===== config.mk =====
export PLATFORM = sky130hd
export DESIGN_NAME = wnf_min_tree
export DESIGN_NICKNAME = d
export VERILOG_FILES = /design/src/rtl/core/worley_noise_f1_3d_unit_assert.svh /design/src/rtl/core/wnf_pkg.sv /design/src/rtl/core/wnf_min_tree.sv
export SDC_FILE = /design/constraint.sdc
export NUM_CORES = 2
export LEC_CHECK = 0
export BUFFER_PORTS_ARGS = -buffer_cell sky130_fd_sc_hd__buf_2
export CAP_MARGIN = 15
export CORE_AREA = 5 5 391 393
export DETAILED_ROUTE_END_ITERATION = 7
export DIE_AREA = 0 0 396 398
export GPL_ROUTABILITY_DRIVEN = 0
export PLACE_DENSITY_LB_ADDON = 0.25
export SLEW_MARGIN = 0
export SYNTH_ARGS = -nofsm -noshare
export SYNTH_HDL_FRONTEND = slang
export SYNTH_SLANG_ARGS = --single-unit

===== constraint.sdc =====
create_clock -name clk -period 14.4 [get_ports clk]
set_input_delay 2.88 -clock clk [delete_from_list [all_inputs] [get_ports clk]]
set_output_delay 2.88 -clock clk [all_outputs]
set_load 0.02 [all_outputs]

===== src/rtl/core/worley_noise_f1_3d_unit_assert.svh =====
// Assertion macros shared by the Worley F1 noise unit.
`ifndef WORLEY_NOISE_F1_3D_UNIT_ASSERT_SVH
`define WORLEY_NOISE_F1_3D_UNIT_ASSERT_SVH

// same-cycle implication, clocked on clk, disabled while rst_n is low
`define WNF_ASSERT_IMP(label, ante, cons, msg) \
    label: assert property (@(posedge clk) disable iff (!rst_n) (ante) |-> (cons)) \
        else $error(msg);

// next-cycle implication
`define WNF_ASSERT_NXT(label, ante, cons, msg) \
    label: assert property (@(posedge clk) disable iff (!rst_n) (ante) |=> (cons)) \
        else $error(msg);

`endif


===== src/rtl/core/wnf_pkg.sv =====
// Constants and types shared by the Worley F1 noise unit.
`default_nettype none
package wnf_pkg;

    localparam int FRAC_BITS_DEF = 16;
    localparam int OUT_W         = 17;
    localparam int VAL_W         = 2 * OUT_W;

    localparam logic [31:0] HASH_KX = 32'h27d4eb2d;
    localparam logic [31:0] HASH_KY = 32'h85ebca6b;
    localparam logic [31:0] HASH_KZ = 32'hc2b2ae35;
    localparam logic [31:0] MIX_1   = 32'h2c1b3c6d;
    localparam logic [31:0] MIX_2   = 32'h297a2d39;

    // index 0 is the plain hash, 1 and 2 the perturbed ones
    localparam logic [31:0] MASK_X [3] = '{32'h00000000, 32'h68bc21eb, 32'hdeadbeef};
    localparam logic [31:0] MASK_Y [3] = '{32'h00000000, 32'h02e5be93, 32'h12345678};
    localparam logic [31:0] MASK_Z [3] = '{32'h00000000, 32'h9e3779b9, 32'habcdef01};

    typedef struct packed {
        logic adv;
        logic vld;
    } ctl_t;

endpackage
`default_nettype wire


===== src/rtl/core/wnf_min_tree.sv =====
// Registered minimum over the 27 squared distances, three stages.
`default_nettype none
module wnf_min_tree #(
    parameter int FRAC_BITS = wnf_pkg::FRAC_BITS_DEF
) (
    input  wire logic                       clk,
    input  wire logic                       rst_n,
    input  wire wnf_pkg::ctl_t              ctl,
    input  wire logic [2*FRAC_BITS+3:0]     d2 [27],
    output logic [2*FRAC_BITS+3:0]          best,
    output logic                            best_vld
);
    localparam int D2W = 2 * FRAC_BITS + 4;

    logic [D2W-1:0] m1_reg [9];
    logic [D2W-1:0] m2_reg [3];
    logic [D2W-1:0] m3_reg;
    logic           v1_reg, v2_reg, v3_reg;

    function automatic logic [D2W-1:0] min3(input logic [D2W-1:0] a, input logic [D2W-1:0] b,
                                            input logic [D2W-1:0] c);
        logic [D2W-1:0] ab;
        ab = (a < b) ? a : b;
        return (ab < c) ? ab : c;
    endfunction

    always_ff @(posedge clk or negedge rst_n)
    begin
        if (!rst_n)
        begin
            v1_reg <= 1'b0;
            v2_reg <= 1'b0;
            v3_reg <= 1'b0;
        end
        else if (ctl.adv)
        begin
            v1_reg <= ctl.vld;
            v2_reg <= v1_reg;
            v3_reg <= v2_reg;
        end
    end

    always_ff @(posedge clk)
    begin
        if (ctl.adv)
        begin
            for (int i = 0; i < 9; i++)
                m1_reg[i] <= min3(d2[3*i], d2[3*i+1], d2[3*i+2]);
            for (int i = 0; i < 3; i++)
                m2_reg[i] <= min3(m1_reg[3*i], m1_reg[3*i+1], m1_reg[3*i+2]);
            m3_reg <= min3(m2_reg[0], m2_reg[1], m2_reg[2]);
        end
    end

    assign best     = m3_reg;
    assign best_vld = v3_reg;
endmodule
`default_nettype wire


==> Implementation_results.wiki <==
{| class="wikitable"
! Metric !! Value
|-
| Result of the run || finished, final reports clean
|-
| Gate power share || 48.9%
|-
| Tightest Pin Transition || 0.972 ns
|-
| Area of the die || 158000 um2
|-
| Total negative slack for setup checks || 0 ns
|-
| Number of max-slew violations in the final report || 0
|-
| Dpl cells || 8011
|-
| Cells taking the most area after synthesis || sky130_fd_sc_hd__edfxtp_1 (30%), sky130_fd_sc_hd__ha_1 (24%), sky130_fd_sc_hd__mux2_2 (13%)
|-
| Clock Path Buffers || 3
|-
| Number of distinct standard cells referenced by the synthesized netlist || 71
|-
| Number of vias after detailed routing || 41100
|-
| Slowest stage delay, CP || around 0.67 ns
|-
| Pint || ~4300 uW
|-
| Post-place instance area || 54600 um2
|-
| Number of synthesized flops with an enable pin || 468
|-
| Number of antenna violations at the first check in global routing || 53
|-
| Number of non-filler instances in the completed layout || 8161
|-
| Post-route standard cell area excluding fillers || 56700 um2
|-
| First DRT Iteration DRCs || 2412
|-
| NumNets Final || ~8000
|-
| Width of the die || about 400 um
|-
| Num CTS Buffers || 60
|-
| Clock Sinks || 471
|-
| Sequential share of power || 30.8%
|-
| H-tree levels || 2
|-
| CP Data Required Time || around 15 ns
|-
| Top-Level Pins || 1013
|-
| Number of global-route vias before repair || 40400
|-
| Number of setup violations in the final report || 0
|-
| Clock tree from TritonCTS || done
|-
| Count of standard-cell rows || 142
|-
| Core Footprint || ~150000 um2
|-
| Maximum achievable frequency || between 100 and 150 MHz
|-
| Most common cell after layout, fill and taps aside || sky130_fd_sc_hd__buf_2
|-
| Global-route wire length before repair || 252000 um
|-
| Number of remaining DRC errors || 0
|-
| Post-Syn Area per Cell || 9.18 um2
|-
| Buffers inserted during post-CTS setup optimization || 0
|-
| Crit Path Category || in -> reg
|-
| Final clock period utilization by the worst path || 58.5%
|-
| Ratio of routed vias to standard cells || 5.03
|-
| Portion of total power attributed to the clock network || between 20% and 30%
|-
| Number of flip-flops under the largest register name || 324
|-
| Highest-count cells in the layout ignoring fill and taps || sky130_fd_sc_hd__buf_2 (1011), sky130_fd_sc_hd__inv_1 (927), sky130_fd_sc_hd__ha_1 (910)
|-
| Worst path cell trace || buf_2 -> inv_1 -> ha_1 -> a21oi_1 -> o21ai_1 -> a2111oi_0 -> nand2_1 -> o21a_1 -> a2111oi_4 -> buf_4 -> o21ai_0 -> ha_1 -> a21o_1 -> a21o_1 -> a2111oi_0 -> o21ai_0 -> a31oi_1 -> nand4_1 -> a31oi_4 -> buf_4 -> mux2_2
|-
| Final-report hold violation count || 0
|-
| Overflow left after global routing || 0
|-
| Layout overhead on the synthesized area || 19.8%
|-
| Max-capacitance violation count || 0
|-
| Total wire length after detailed routing || 177000 um
|-
| Fraction of final layout cells sized beyond drive strength 1 || 27.6%
|-
| Number of hold buffers added after CTS || 0
|-
| Clock transition at the register clock pins on the worst setup and hold paths after CTS || 0.06 ns
|-
| Signal arrival time at the worst endpoint || 8.84 ns
|-
| Top cell type's share of synthesized area || 29.7%
|-
| Root cell of the clock tree || sky130_fd_sc_hd__clkbuf_16
|-
| Drt first pass iters || 6
|-
| Power Total || 7280 uW
|-
| Largest driver fanout on the critical path || 72
|-
| Sort of element at the end of the critical path || flip-flop
|-
| Worst-case vdd ir drop || 0.112 mV
|-
| Total GRT Usage || about a fifth
|-
| Synthesized Nets || 7040
|-
| Worst Slack Setup Final || roughly 6 ns
|-
| Most area-hungry cell type in the Yosys netlist || sky130_fd_sc_hd__edfxtp_1
|-
| Post_cts resized || 0
|-
| Gate Count Post-Synth || 5154
|-
| DRT antenna net count || 0
|-
| Buffers added on ports || a little over 1000
|-
| Switching share of power || 40.5%
|-
| RSZ-0062 raised after global routing || no
|-
| Total power divided by cell area || between 100 and 150 nW/um2
|-
| Y dimension of the die || 398 um
|-
| HPWL Detailed || 152000 um
|-
| Nature of the critical path startpoint || input port
|-
| Largest net degree at the start of global routing || around 130
|-
| WL per Instance || 21.7 um
|-
| Synthesized cell area || 47300 um2
|-
| Slowest CP cell || sky130_fd_sc_hd__a2111oi_0
|-
| Dominant synthesized flop cell || sky130_fd_sc_hd__edfxtp_1
|-
| Final setup skew || 0.0318 ns
|-
| Leakage power || 0.0288 uW
|-
| Proportion of synthesized flip-flops having asynchronous set or reset || 0.637%
|-
| Sw power || 2940 uW
|-
| Min Tclk post-route || 8.42 ns
|-
| Proportion of synthesized chip area in sequential cells || 29.9%
|-
| Headroom to the max-slew limit || 35.2%
|-
| Initial core utilization || roughly a third
|-
| Worst-Skew Late Latency || 0.68 ns
|-
| Setup WS pre-CTS || 5.34 ns
|-
| Number of storage elements in the synthesis netlist || 471
|-
| Worst min-delay path category || reg -> reg
|-
| Total of warnings raised by yosys || 0
|}
==> critical path: cells and delay by family <==
| family | cells | cell delay, ns |
|---|---|---|
| adder cells (fa/ha/maj) | 2 | 0.65 |
| AND/OR/NAND/NOR | 2 | 0.34 |
| multiplexers | 1 | 0.39 |
| AO/OA/AOI/OAI | 12 | 3.48 |
| buffers and inverters | 4 | 1.04 |
==> cell usage after synthesis, types with 5 or more instances <==
library cell / number
sky130_fd_sc_hd__a21o_1: 172
sky130_fd_sc_hd__nor3_1: 33
sky130_fd_sc_hd__ha_1: 910
sky130_fd_sc_hd__buf_2: 31
sky130_fd_sc_hd__and3_1: 12
sky130_fd_sc_hd__a211o_1: 6
sky130_fd_sc_hd__or2_2: 7
sky130_fd_sc_hd__a41oi_1: 5
sky130_fd_sc_hd__o41ai_1: 6
sky130_fd_sc_hd__nand4_1: 135
sky130_fd_sc_hd__inv_1: 927
sky130_fd_sc_hd__o21ai_0: 523
sky130_fd_sc_hd__nand2_1: 522
sky130_fd_sc_hd__nand2b_1: 17
sky130_fd_sc_hd__nor4_1: 15
sky130_fd_sc_hd__mux2i_1: 8
sky130_fd_sc_hd__o21a_1: 17
sky130_fd_sc_hd__nor2b_1: 23
sky130_fd_sc_hd__mux2_2: 535
sky130_fd_sc_hd__a221oi_1: 11
sky130_fd_sc_hd__or3_1: 6
sky130_fd_sc_hd__o22ai_1: 8
sky130_fd_sc_hd__a31oi_1: 7
sky130_fd_sc_hd__o31a_1: 5
sky130_fd_sc_hd__or4_1: 11
sky130_fd_sc_hd__nor3b_1: 6
sky130_fd_sc_hd__edfxtp_1: 468
sky130_fd_sc_hd__o21ai_1: 5
sky130_fd_sc_hd__a211oi_1: 51
sky130_fd_sc_hd__o211ai_1: 30
sky130_fd_sc_hd__nor2_1: 112
sky130_fd_sc_hd__nand3_1: 68
sky130_fd_sc_hd__clkbuf_1: 89
sky130_fd_sc_hd__o31ai_1: 6
sky130_fd_sc_hd__a2111oi_0: 14
sky130_fd_sc_hd__a21oi_1: 270
sky130_fd_sc_hd__and4_1: 17
==> worst paths after layout <==
check                               start  slack, ns  depth (start not counted)             to
hold reg to reg                    v2_reg       0.51                          1         v2_reg
hold / removal                     v2_reg       0.51                          1         v2_reg
setup reg to reg           m1_reg[0][225]       7.27                         21  m2_reg[0][93]
min in group asynchronous           rst_n       2.01                          1         v1_reg
setup / recovery                  d2[917]       5.98                         21  m1_reg[0][28]
max in group asynchronous           rst_n      12.28                          1       best_vld
==> per-stage QoR <==
step | hold slack (ns) | util [%]
floorplan | 0.475 | -
global placement | 0.488 | 36.6
detailed placement | 0.495 | 36.6
CTS | 0.510 | 37.9
global route | 0.541 | 38.0
finish | 0.513 | 38.0
==> power groups by stage <==
| stage | Sequential [uW] | Combinational (uW) | Clock [uW] |
|---|---|---|---|
| CTS | 2250 | 3590 | 1520 |
| global route | 2270 | 3990 | 1570 |
| finish | 2240 | 3560 | 1470 |
| global placement | 2270 | 3520 | 0 |
| floorplan | 2170 | 2300 | 0 |
| detailed placement | 2260 | 3560 | 0 |
==> per-layer routing <==
layer  up-vias  GRT usage (%)  part of all wire [%]
li1      20500              -                     -
met1     19300           27.0                    43
met2      1083           36.8                    48
met3       218           4.22                   6.3
met4        18           6.10                   3.0
met5         -              0                 0.056
==> layout make-up <==
| cell class | count | area, um2 |
|---|---|---|
| fill | 15000 | 92400 |
| clock buffer | 69 | 1540 |
| sequential | 471 | 14100 |
| timing repair buffer | 1044 | 5390 |
| inverter | 927 | 3480 |
| antenna | 36 | 90.1 |
| clock inverter | 41 | 347 |
| tap | 1944 | 2430 |
| multi-input combinational | 3629 | 29300 |
==> kinds of logic after synthesis <==
family | after synthesis | synth area share (%)
buf+inv | 1054 | 8.52
simple gates | 997 | 9.78
fa+ha+maj | 910 | 24.1
mux | 545 | 13.0
flops | 471 | 29.9
compound gates | 1177 | 14.8
Note: power is estimated with default switching activity, not from simulation.
