[src/rtl/core/worley_noise_f1_3d_unit_assert.svh]
// Assertion macros shared by the Worley F1 noise unit.
`ifndef WORLEY_NOISE_F1_3D_UNIT_ASSERT_SVH
`define WORLEY_NOISE_F1_3D_UNIT_ASSERT_SVH

// same-cycle implication, clocked on clk, disabled while rst_n is low
`define WNF_ASSERT_IMP(label, ante, cons, msg) \
    label: assert property (@(posedge clk) disable iff (!rst_n) (ante) |-> (cons)) \
        else $error(msg);

// next-cycle implication
`define WNF_ASSERT_NXT(label, ante, cons, msg) \
    label: assert property (@(posedge clk) disable iff (!rst_n) (ante) |=> (cons)) \
        else $error(msg);

`endif

[src/rtl/core/wnf_pkg.sv]
// Constants and types shared by the Worley F1 noise unit.
`default_nettype none
package wnf_pkg;

    localparam int FRAC_BITS_DEF = 16;
    localparam int OUT_W         = 17;
    localparam int VAL_W         = 2 * OUT_W;

    localparam logic [31:0] HASH_KX = 32'h27d4eb2d;
    localparam logic [31:0] HASH_KY = 32'h85ebca6b;
    localparam logic [31:0] HASH_KZ = 32'hc2b2ae35;
    localparam logic [31:0] MIX_1   = 32'h2c1b3c6d;
    localparam logic [31:0] MIX_2   = 32'h297a2d39;

    // index 0 is the plain hash, 1 and 2 the perturbed ones
    localparam logic [31:0] MASK_X [3] = '{32'h00000000, 32'h68bc21eb, 32'hdeadbeef};
    localparam logic [31:0] MASK_Y [3] = '{32'h00000000, 32'h02e5be93, 32'h12345678};
    localparam logic [31:0] MASK_Z [3] = '{32'h00000000, 32'h9e3779b9, 32'habcdef01};

    typedef struct packed {
        logic adv;
        logic vld;
    } ctl_t;

endpackage
`default_nettype wire

[src/rtl/core/wnf_isqrt.sv]
// Pipelined restoring square root, one result bit per stage, with saturation.
`default_nettype none
`include "worley_noise_f1_3d_unit_assert.svh"
module wnf_isqrt #(
    parameter int FRAC_BITS = wnf_pkg::FRAC_BITS_DEF
) (
    input  wire logic                           clk,
    input  wire logic                           rst_n,
    input  wire wnf_pkg::ctl_t                  ctl,
    input  wire logic [2*FRAC_BITS+3:0]         best,
    output logic [wnf_pkg::OUT_W-1:0]           root,
    output logic                                root_vld
);
    localparam int OW   = wnf_pkg::OUT_W;
    localparam int VW   = wnf_pkg::VAL_W;
    localparam int TW   = VW + 1;
    localparam int D2W  = 2 * FRAC_BITS + 4;
    localparam int SH_R = (FRAC_BITS >= 16) ? 2 * FRAC_BITS - 32 : 0;
    localparam int SH_L = (FRAC_BITS < 16) ? 32 - 2 * FRAC_BITS : 0;
    localparam int AW   = D2W + SH_L;

    logic [AW-1:0] aligned;
    logic          sat;
    logic [VW-1:0] val;

    // scale to 32 fraction bits; all ones gives the saturated root
    assign aligned = (AW'(best) << SH_L) >> SH_R;
    assign sat     = |aligned[AW-1:VW];
    assign val     = sat ? {VW{1'b1}} : aligned[VW-1:0];

    logic [OW-1:0] root_w [OW+1];
    logic [VW-1:0] rem_w  [OW+1];
    logic [OW-1:0] root_reg [OW];
    logic [VW-1:0] rem_reg  [OW];
    logic          vld_reg  [OW];

    assign root_w[0] = '0;
    assign rem_w[0]  = val;

    for (genvar i = 0; i < OW; i++)
    begin : g_stage
        localparam int B = OW - 1 - i;
        logic [TW-1:0] trial;
        logic          take;

        assign trial = (TW'(root_w[i]) << (B + 1)) + (TW'(1) << (2 * B));
        assign take  = {1'b0, rem_w[i]} >= trial;

        always_ff @(posedge clk)
        begin
            if (ctl.adv)
            begin
                root_reg[i] <= take ? (root_w[i] | (OW'(1) << B)) : root_w[i];
                rem_reg[i]  <= take ? VW'({1'b0, rem_w[i]} - trial) : rem_w[i];
            end
        end

        always_ff @(posedge clk or negedge rst_n)
        begin
            if (!rst_n)
                vld_reg[i] <= 1'b0;
            else if (ctl.adv)
                vld_reg[i] <= (i == 0) ? ctl.vld : vld_reg[(i == 0) ? 0 : i - 1];
        end

        assign root_w[i+1] = root_reg[i];
        assign rem_w[i+1]  = rem_reg[i];
    end

    assign root     = root_w[OW];
    assign root_vld = vld_reg[OW-1];

    // remainder of a finished root never exceeds twice the root
    `WNF_ASSERT_IMP(a_rem_bound, vld_reg[OW-1],
        rem_w[OW] <= {{(VW-OW-1){1'b0}}, root_w[OW], 1'b0}, "square root remainder too large")
endmodule
`default_nettype wire

[config.mk]
export PLATFORM = sky130hd
export DESIGN_NAME = wnf_isqrt
export DESIGN_NICKNAME = d
export VERILOG_FILES = /design/src/rtl/core/wnf_pkg.sv /design/src/rtl/core/wnf_isqrt.sv
export VERILOG_INCLUDE_DIRS = /design/src /design/src/rtl/core
export SDC_FILE = /design/constraint.sdc
export NUM_CORES = 1
export LEC_CHECK = 0
export ABC_AREA = 1
export BUFFER_PORTS_ARGS = -buffer_cell sky130_fd_sc_hd__buf_4
export CORE_MARGIN = 2
export CORE_UTILIZATION = 23
export CTS_CLUSTER_DIAMETER = 60
export CTS_CLUSTER_SIZE = 14
export DETAILED_ROUTE_END_ITERATION = 7
export PLACE_DENSITY_LB_ADDON = 0.2
export RECOVER_POWER = 100
export SLEW_MARGIN = 20
export SYNTH_ARGS = -nofsm -noshare
export SYNTH_HDL_FRONTEND = slang
export SYNTH_SLANG_ARGS = --single-unit
[constraint.sdc]
create_clock -name clk -period 2.22 [get_ports clk]
set_input_delay 0.444 -clock clk [delete_from_list [all_inputs] [get_ports clk]]
set_output_delay 0.444 -clock clk [all_outputs]
set_load 0.02 [all_outputs]
==> results.ini, run 1 <==
[status]
status=finished with violations
violations=slew limit

[pwr]
report.power.total_mw=43.9
p_leak_nw=22.0
power.density_nw_per_um2=847
vdd_ir_drop_max_mv=0.568

[placed_design]
dp_hpwl_um=89200
numPortBuffers=57
place_area_sq_um=46200
gp_congestion=0.874

[sta]
post-route-period-util_pct=100
clock.fmax_mhz=451
finClkSkew_ns=0.0829
finalHoldViolCount=0
tns_ns=0
slew_viol_final=6
relSlewSlack_pct=-0.0140
rsz0062_at_grt=true
period_minus_slack_ns=2.22
setup_violations=0
worstMarginPinSlew_ns=1.50

[floorplan]
num_rows=151
die_area_sq_um=174000
core_sq_um=169000
die_y_um=417
io_pins=58
die_width_um=417
start_util_pct=23.1

[setup_path]
critPathArrivalTime_ns=2.60
crit_fanout=7
required_ns=2.60
endpoint_kind=flip-flop
crit_path_start_kind=flip-flop
worst-setup-path-type=flip-flop to flip-flop

[global_routing]
grtUsageTotal_pct=12.8
grt_pass1_vias=30300
gr-total-overflow=0
grt_pass1_wl_um=173000
grt_max_degree=108
antenna_found_initial=0

[finish]
drive_gt1_share_pct=24.8
largest_reg_flops=544
nFillCells=17900
postLayoutCellArea_sq_um=51800
nets=5263
ff_latch_area_sq_um=21400
multi_input_area_sq_um=16800
area_growth_pct=32.3
utilization_pct=30.6

[synth]
synth_top_area_share_pct=53.5
seq_area_frac_synth_pct=54.5
ys_types=52
synth_most_common_cell=nand2_1
synth.area.top_cells=edfxtp_1 (53%), nand2_1 (12%), inv_1 (6.3%)
ys_warn_count=0
synthesis.area_sq_um=39200
syn_inst=4303
avgSynthCellArea_sq_um=9.10
synth_top_flop_cell=edfxtp_1
synth_enable_flop_cells=697
synth_fp_nets=4509
synthArstFlopShare_pct=2.38
synth_area_leader_cell=edfxtp_1
synthTopCellsByCount=nand2_1 (1245), edfxtp_1 (697), inv_1 (653)
synth_seq_cells=714

[clock_tree]
cts_root_buf=clkbuf_16
numCtsBuffers=89
cts.path.max_buffers=3
htreeDepth=3
path_clk_slew_ns=0.07
clk_latency_ns=0.70
tritoncts=done
clock-sinks=714

[detailed_routing]
wl_per_cell_um=15.6
vias_per_cell=4.17
wirelength_um=114000
drtIter0Drc=1799
drcViolationCount=0
vias=30600
postRouteAntennaNets=0
firstDrtPassIters=5

[flow_run]
maxCapViolations=0

[worst_hold_path]
min-delay-path-class=input pin to flip-flop

stage by stage:
step | hold WS, ns | std cells | worst slack [ns]
2_1_floorplan | 0.148 | 4303 | 0.234
4_1_cts | 0.0221 | 7265 | -0.0101
6_report | 0.111 | 7341 | 0.000717
3_5_place_dp | 0.323 | 7049 | -0.682
5_1_grt | 0.104 | 7340 | -0.0909
3_3_place_gp | 0.321 | 7049 | -0.599
worst max-delay path, cell delays in order (launching register included):
cell and delay (ns):
edfxtp_1 0.42, inv_1 0.10, ha_4 0.28, inv_2 0.04
nor2_4 0.14, nand3_2 0.10, inv_2 0.06, nand3_1 0.08
o21ai_2 0.22, nor2_4 0.08, buf_6 0.13, clkbuf_16 0.16
nand2_4 0.06, nand2_4 0.05
cells in the final DEF, fill, tap and decap left out, types with 14 or more instances in the layout:
master | Yosys | final
ha_4 | 0 | 70
or2_2 | 44 | 44
buf_4 | 10 | 503
clkbuf_4 | 0 | 40
ha_1 | 166 | 90
o21ai_1 | 28 | 35
xnor2_1 | 48 | 48
clkbuf_16 | 0 | 95
nand2_4 | 6 | 28
o21ai_2 | 22 | 31
nor2_2 | 23 | 43
o21ai_0 | 75 | 59
nand2_1 | 1245 | 1145
nand4_1 | 63 | 63
nor2_1 | 400 | 364
nor2_4 | 7 | 23
edfxtp_1 | 697 | 697
nand3_1 | 267 | 255
clkbuf_2 | 0 | 15
dlygate4sd3_1 | 0 | 36
a21oi_2 | 49 | 87
buf_6 | 16 | 14
nand3_2 | 5 | 14
dfrtp_1 | 17 | 17
inv_2 | 11 | 38
nand3b_1 | 39 | 39
a21oi_1 | 144 | 99
xor2_1 | 80 | 80
nand2_2 | 31 | 109
inv_1 | 653 | 622
clkbuf_1 | 7 | 76
nor4_1 | 41 | 41
nor3_1 | 45 | 38
logic make-up (layout without fill, tap and decap cells):
| kind of cell | after synthesis | after routing | share of synthesized area [%] |
|---|---|---|---|
| compound gates | 358 | 358 | 5.56 |
| mux | 1 | 1 | 0.0288 |
| flops | 714 | 714 | 54.5 |
| other cells | 0 | 1 | 0 |
| simple gates | 2229 | 2230 | 24.5 |
| fa+ha+maj | 166 | 166 | 5.31 |
| buf+inv | 707 | 1525 | 7.22 |
| xor+xnor | 128 | 128 | 2.86 |
where the power goes:
group | total (mW) | leakage (nW) | internal (mW) | switching [mW]
logic | 11.4 | 13.7 | 4.78 | 6.59
registers | 18.0 | 6.89 | 16.8 | 1.19
clock network | 14.5 | 1.41 | 8.12 | 6.33
total | 43.9 | 22.0 | 29.8 | 14.1
timing repair:
| item | in CTS | in global routing |
|---|---|---|
| pin swaps | 16 | 96 |
| endpoints found under the hold margin | 52 | 0 |
| gates cloned | 0 | 9 |
| hold buffers | 36 | 0 |
| resized for setup | 96 | 352 |
| endpoints found under the setup margin | 172 | 241 |
| buffers inserted | 24 | 69 |
routing by layer:
layer,track usage (%),share of wire [%],vias up,wire (um)
met5,0,0,-,0
met4,3.77,2.3,0,2570
met3,1.58,3.2,144,3600
met2,21.3,47,406,53900
met1,17.2,47,14400,54200
li1,-,-,15700,-
cell type report:
class	count	area share (%)
clock buffer	95	4.38
timing repair buffer	698	10.3
sequential	714	41.2
tap	2218	5.36
inverter	669	4.92
timing repair inverter	2	0.0338
multi-input combinational	2883	32.5
antenna	1	0.00483
clock inverter	61	1.35
worst paths after layout:
path | endpoint | from | cells past startpoint | slack, ns
worst max-delay path | rem_reg[0][396]$_DFFE_PP_ | root_reg[10][16]$_DFFE_PP_ | 13 | 0.0007
worst min-delay path | rem_reg[0][33]$_DFFE_PP_ | best[33] | 3 | 0.11
worst max register to register | rem_reg[0][396]$_DFFE_PP_ | root_reg[10][16]$_DFFE_PP_ | 13 | 0.0007
worst min register to register | rem_reg[0][347]$_DFFE_PP_ | rem_reg[0][313]$_DFFE_PP_ | 0 | 0.44
max in group asynchronous | vld_reg[4]$_DFFE_PN0P_ | rst_n | 2 | 1.17
min in group asynchronous | vld_reg[13]$_DFFE_PN0P_ | rst_n | 2 | 0.48
Note: power is estimated with default switching activity, not from simulation.
==> run 2: changes to the inputs <==
Settings changed: RECOVER_POWER 100 to default.
==> run 2 against run 1 <==
Against the previous run:
- the flow now finishes without violations
- critical endpoint unchanged
- fmax is 0.25% higher
- largest cell class unchanged
- power is 0.32% higher
- largest power group unchanged
- clock skew is 0.0015 ns lower
- final cell count stayed put
- core utilization is 0.33 points higher
- count of clock-buffer cells in the layout stayed put
- die area stayed put
- combinational power hardly changed
- sequential share of layout area is 0.44 points lower
- design area is 1.1% higher
- first-iteration DRC count is 1.7% lower
==> results.ini, run 2 (synthesis gave the netlist of run 1 again) <==
[status]
status=complete, no violations  ; was finished with violations

[sta]
rsz0062_at_grt=true  ; unchanged
worstMarginPinSlew_ns=0.810  ; was 1.50 ns
slew_viol_final=0  ; was 6
tns_ns=0  ; unchanged
relSlewSlack_pct=46.0  ; was -0.0140%
finalHoldViolCount=0  ; unchanged
setup_violations=0  ; unchanged
clock.fmax_mhz=452  ; was 451 MHz
finClkSkew_ns=0.0815  ; was 0.0829 ns
post-route-period-util_pct=99.7  ; was 100%
period_minus_slack_ns=2.21  ; was 2.22 ns

[pwr]
pwr-share-clk_pct=32.9  ; was 33.0%
p_sw_share_pct=32.2  ; about the same
power.density_nw_per_um2=840  ; was 847 nW/um^2
report.power.total_mw=44.0  ; was 43.9 mW
vdd_ir_drop_max_mv=0.567  ; was 0.568 mV
p_leak_nw=22.3  ; was 22.0 nW
p_switching_mw=14.1  ; about the same
pwr-share-seq_pct=41.0  ; was 41.1%
p_int_mw=29.9  ; was 29.8 mW
combinationalPowerShare_pct=26.2  ; was 25.9%

[setup_path]
r2r-start=root_reg[10][16]$_DFFE_PP_  ; unchanged
crit_path_max_incr_delay_ns=0.42  ; about the same
required_ns=2.60  ; about the same
endpoint_kind=flip-flop  ; unchanged
cp_slowest_cell=edfxtp_1  ; unchanged
regToRegEndpoint=rem_reg[0][396]$_DFFE_PP_  ; unchanged
path_cells=inv_1 -> ha_4 -> inv_2 -> nor2_4 -> nand3_2 -> inv_2 -> nand3_1 -> o21ai_2 -> nor2_4 -> buf_6 -> clkbuf_16 -> nand2_4 -> nand2_4  ; unchanged
crit_fanout=7  ; unchanged
rrSetupSlack_ns=0.006  ; was 0.0007 ns
worstRegToRegCells=13  ; unchanged
crit_path_start_kind=flip-flop  ; unchanged
worst-setup-path-type=flip-flop to flip-flop  ; unchanged
critPathArrivalTime_ns=2.59  ; was 2.60 ns

[placed_design]
place_area_sq_um=46200  ; unchanged
numPortBuffers=57  ; unchanged
dp_hpwl_um=89200  ; unchanged
gp_congestion=0.874  ; unchanged

[floorplan]
start_util_pct=23.1  ; unchanged
die_area_sq_um=174000  ; unchanged
io_pins=58  ; unchanged
die_y_um=417  ; unchanged
core_sq_um=169000  ; unchanged
num_rows=151  ; unchanged
die_width_um=417  ; unchanged

[finish]
final_common_cell=nand2_1  ; unchanged
drive_gt1_share_pct=26.4  ; was 24.8%
multi_input_area_sq_um=16900  ; was 16800 sq um
nFillCells=17800  ; was 17900
nets=5263  ; unchanged
utilization_pct=30.9  ; was 30.6%
postLayoutCellArea_sq_um=52400  ; was 51800 sq um
largest_reg_flops=544  ; unchanged
area_growth_pct=33.8  ; was 32.3%
layout_common_cells=nand2_1 (1139), edfxtp_1 (697), inv_1 (620), buf_4 (620), nor2_1 (363)  ; was nand2_1 (1145), edfxtp_1 (697), inv_1 (622)
ff_latch_area_sq_um=21400  ; unchanged

[worst_hold_path]
hold_depth=1  ; was 3
min-delay-path-class=input pin to flip-flop  ; unchanged
min_from=ctl[1]  ; was best[33]
whs_endpoint=rem_reg[0][236]$_DFFE_PP_  ; was rem_reg[0][33]$_DFFE_PP_

[global_routing]
grt_pass1_wl_um=173000  ; unchanged
grt_max_degree=108  ; unchanged
grt_pass1_vias=30300  ; unchanged
gr-total-overflow=0  ; unchanged
grtUsageTotal_pct=12.8  ; unchanged
antenna_found_initial=0  ; unchanged

[clock_tree]
numCtsBuffers=89  ; unchanged
tritoncts=done  ; unchanged
clk_latency_ns=0.70  ; about the same
path_clk_slew_ns=0.06  ; was 0.07 ns
cts_root_buf=clkbuf_16  ; unchanged
clock-sinks=714  ; unchanged
htreeDepth=3  ; unchanged
cts.path.max_buffers=3  ; unchanged

[detailed_routing]
vias_per_cell=4.18  ; was 4.17
firstDrtPassIters=5  ; unchanged
drtIter0Drc=1768  ; was 1799
vias=30700  ; was 30600
wl_per_cell_um=15.6  ; about the same
postRouteAntennaNets=0  ; unchanged
drcViolationCount=0  ; unchanged
wirelength_um=114000  ; about the same

[flow_run]
maxCapViolations=0  ; unchanged

## run 2: cell count changes in the layout (fill, tap and decap cells not counted), sizes merged
cell,delta
buf,+126
clkbuf,-126
## run 2: how the worst max path moves through the flow
stage / from / cells past startpoint / slack (ns) / end
2_1_floorplan: rem_reg[0][161]$_DFFE_PP_ / 8 / 0.23 / rem_reg[0][198]$_DFFE_PP_
3_3_place_gp: root_reg[9][11]$_DFFE_PP_ / 11 / -0.60 / rem_reg[0][363]$_DFFE_PP_
6_report: root_reg[10][16]$_DFFE_PP_ / 13 / 0.006 / rem_reg[0][396]$_DFFE_PP_
5_1_grt: rem_reg[0][353]$_DFFE_PP_ / 10 / -0.09 / rem_reg[0][396]$_DFFE_PP_
3_5_place_dp: root_reg[14][15]$_DFFE_PP_ / 9 / -0.68 / rem_reg[0][529]$_DFFE_PP_
4_1_cts: root_reg[10][12]$_DFFE_PP_ / 11 / -0.01 / rem_reg[0][402]$_DFFE_PP_
## run 2: critical path, delay by kind of cell (launching register included)
family,cells,cell delay (ns)
buf+inv,5,0.49
simple gates,6,0.50
compound gates,1,0.22
flops,1,0.42
fa+ha+maj,1,0.28
## run 2: through the flow
step | hold slack, ns | setup WS, ns | cells
floorplan | 0.148 | 0.234 | 4303
global placement | 0.321 | -0.599 | 7049
detailed placement | 0.323 | -0.682 | 7049
CTS | 0.0221 | -0.0101 | 7265
global route | 0.0476 | -0.0909 | 7340
finish | 0.0715 | 0.00622 | 7341
## run 2: power by group through the flow
stage | clock (mW) | sequential, mW | combinational, mW
floorplan | 0 | 17.7 | 6.21
global placement | 0 | 18.2 | 10.4
detailed placement | 0 | 18.2 | 10.4
CTS | 15.0 | 18.0 | 10.7
global route | 15.5 | 18.2 | 12.9
finish | 14.5 | 18.0 | 11.5
## run 2: cell type report
type	count	area share [%]
Sequential cell	714	40.8
Multi-Input combinational cell	2883	32.3
Timing Repair Buffer	698	11.0
Tap cell	2218	5.30
Inverter	669	4.89
Clock buffer	95	4.34
Clock inverter	61	1.34
Timing Repair inverter	2	0.0382
Antenna cell	1	0.00478
## run 2: metal layers
layer  track usage (%)  up-vias  routed length [um]
met1              17.2    14400               54000
met5                 0        -                   0
met2              21.3      433               54000
met4              3.77        0                2600
met3              1.58      141                3690
li1                  -    15700                   -
## run 2: repair_timing
action | in CTS | in global routing
pin swaps | 16 | 96
hold buffers | 36 | 0
gates resized for setup | 96 | 352
endpoints found under the setup margin | 172 | 241
cloned | 0 | 9
hold endpoints to repair | 52 | 0
setup buffers | 24 | 69
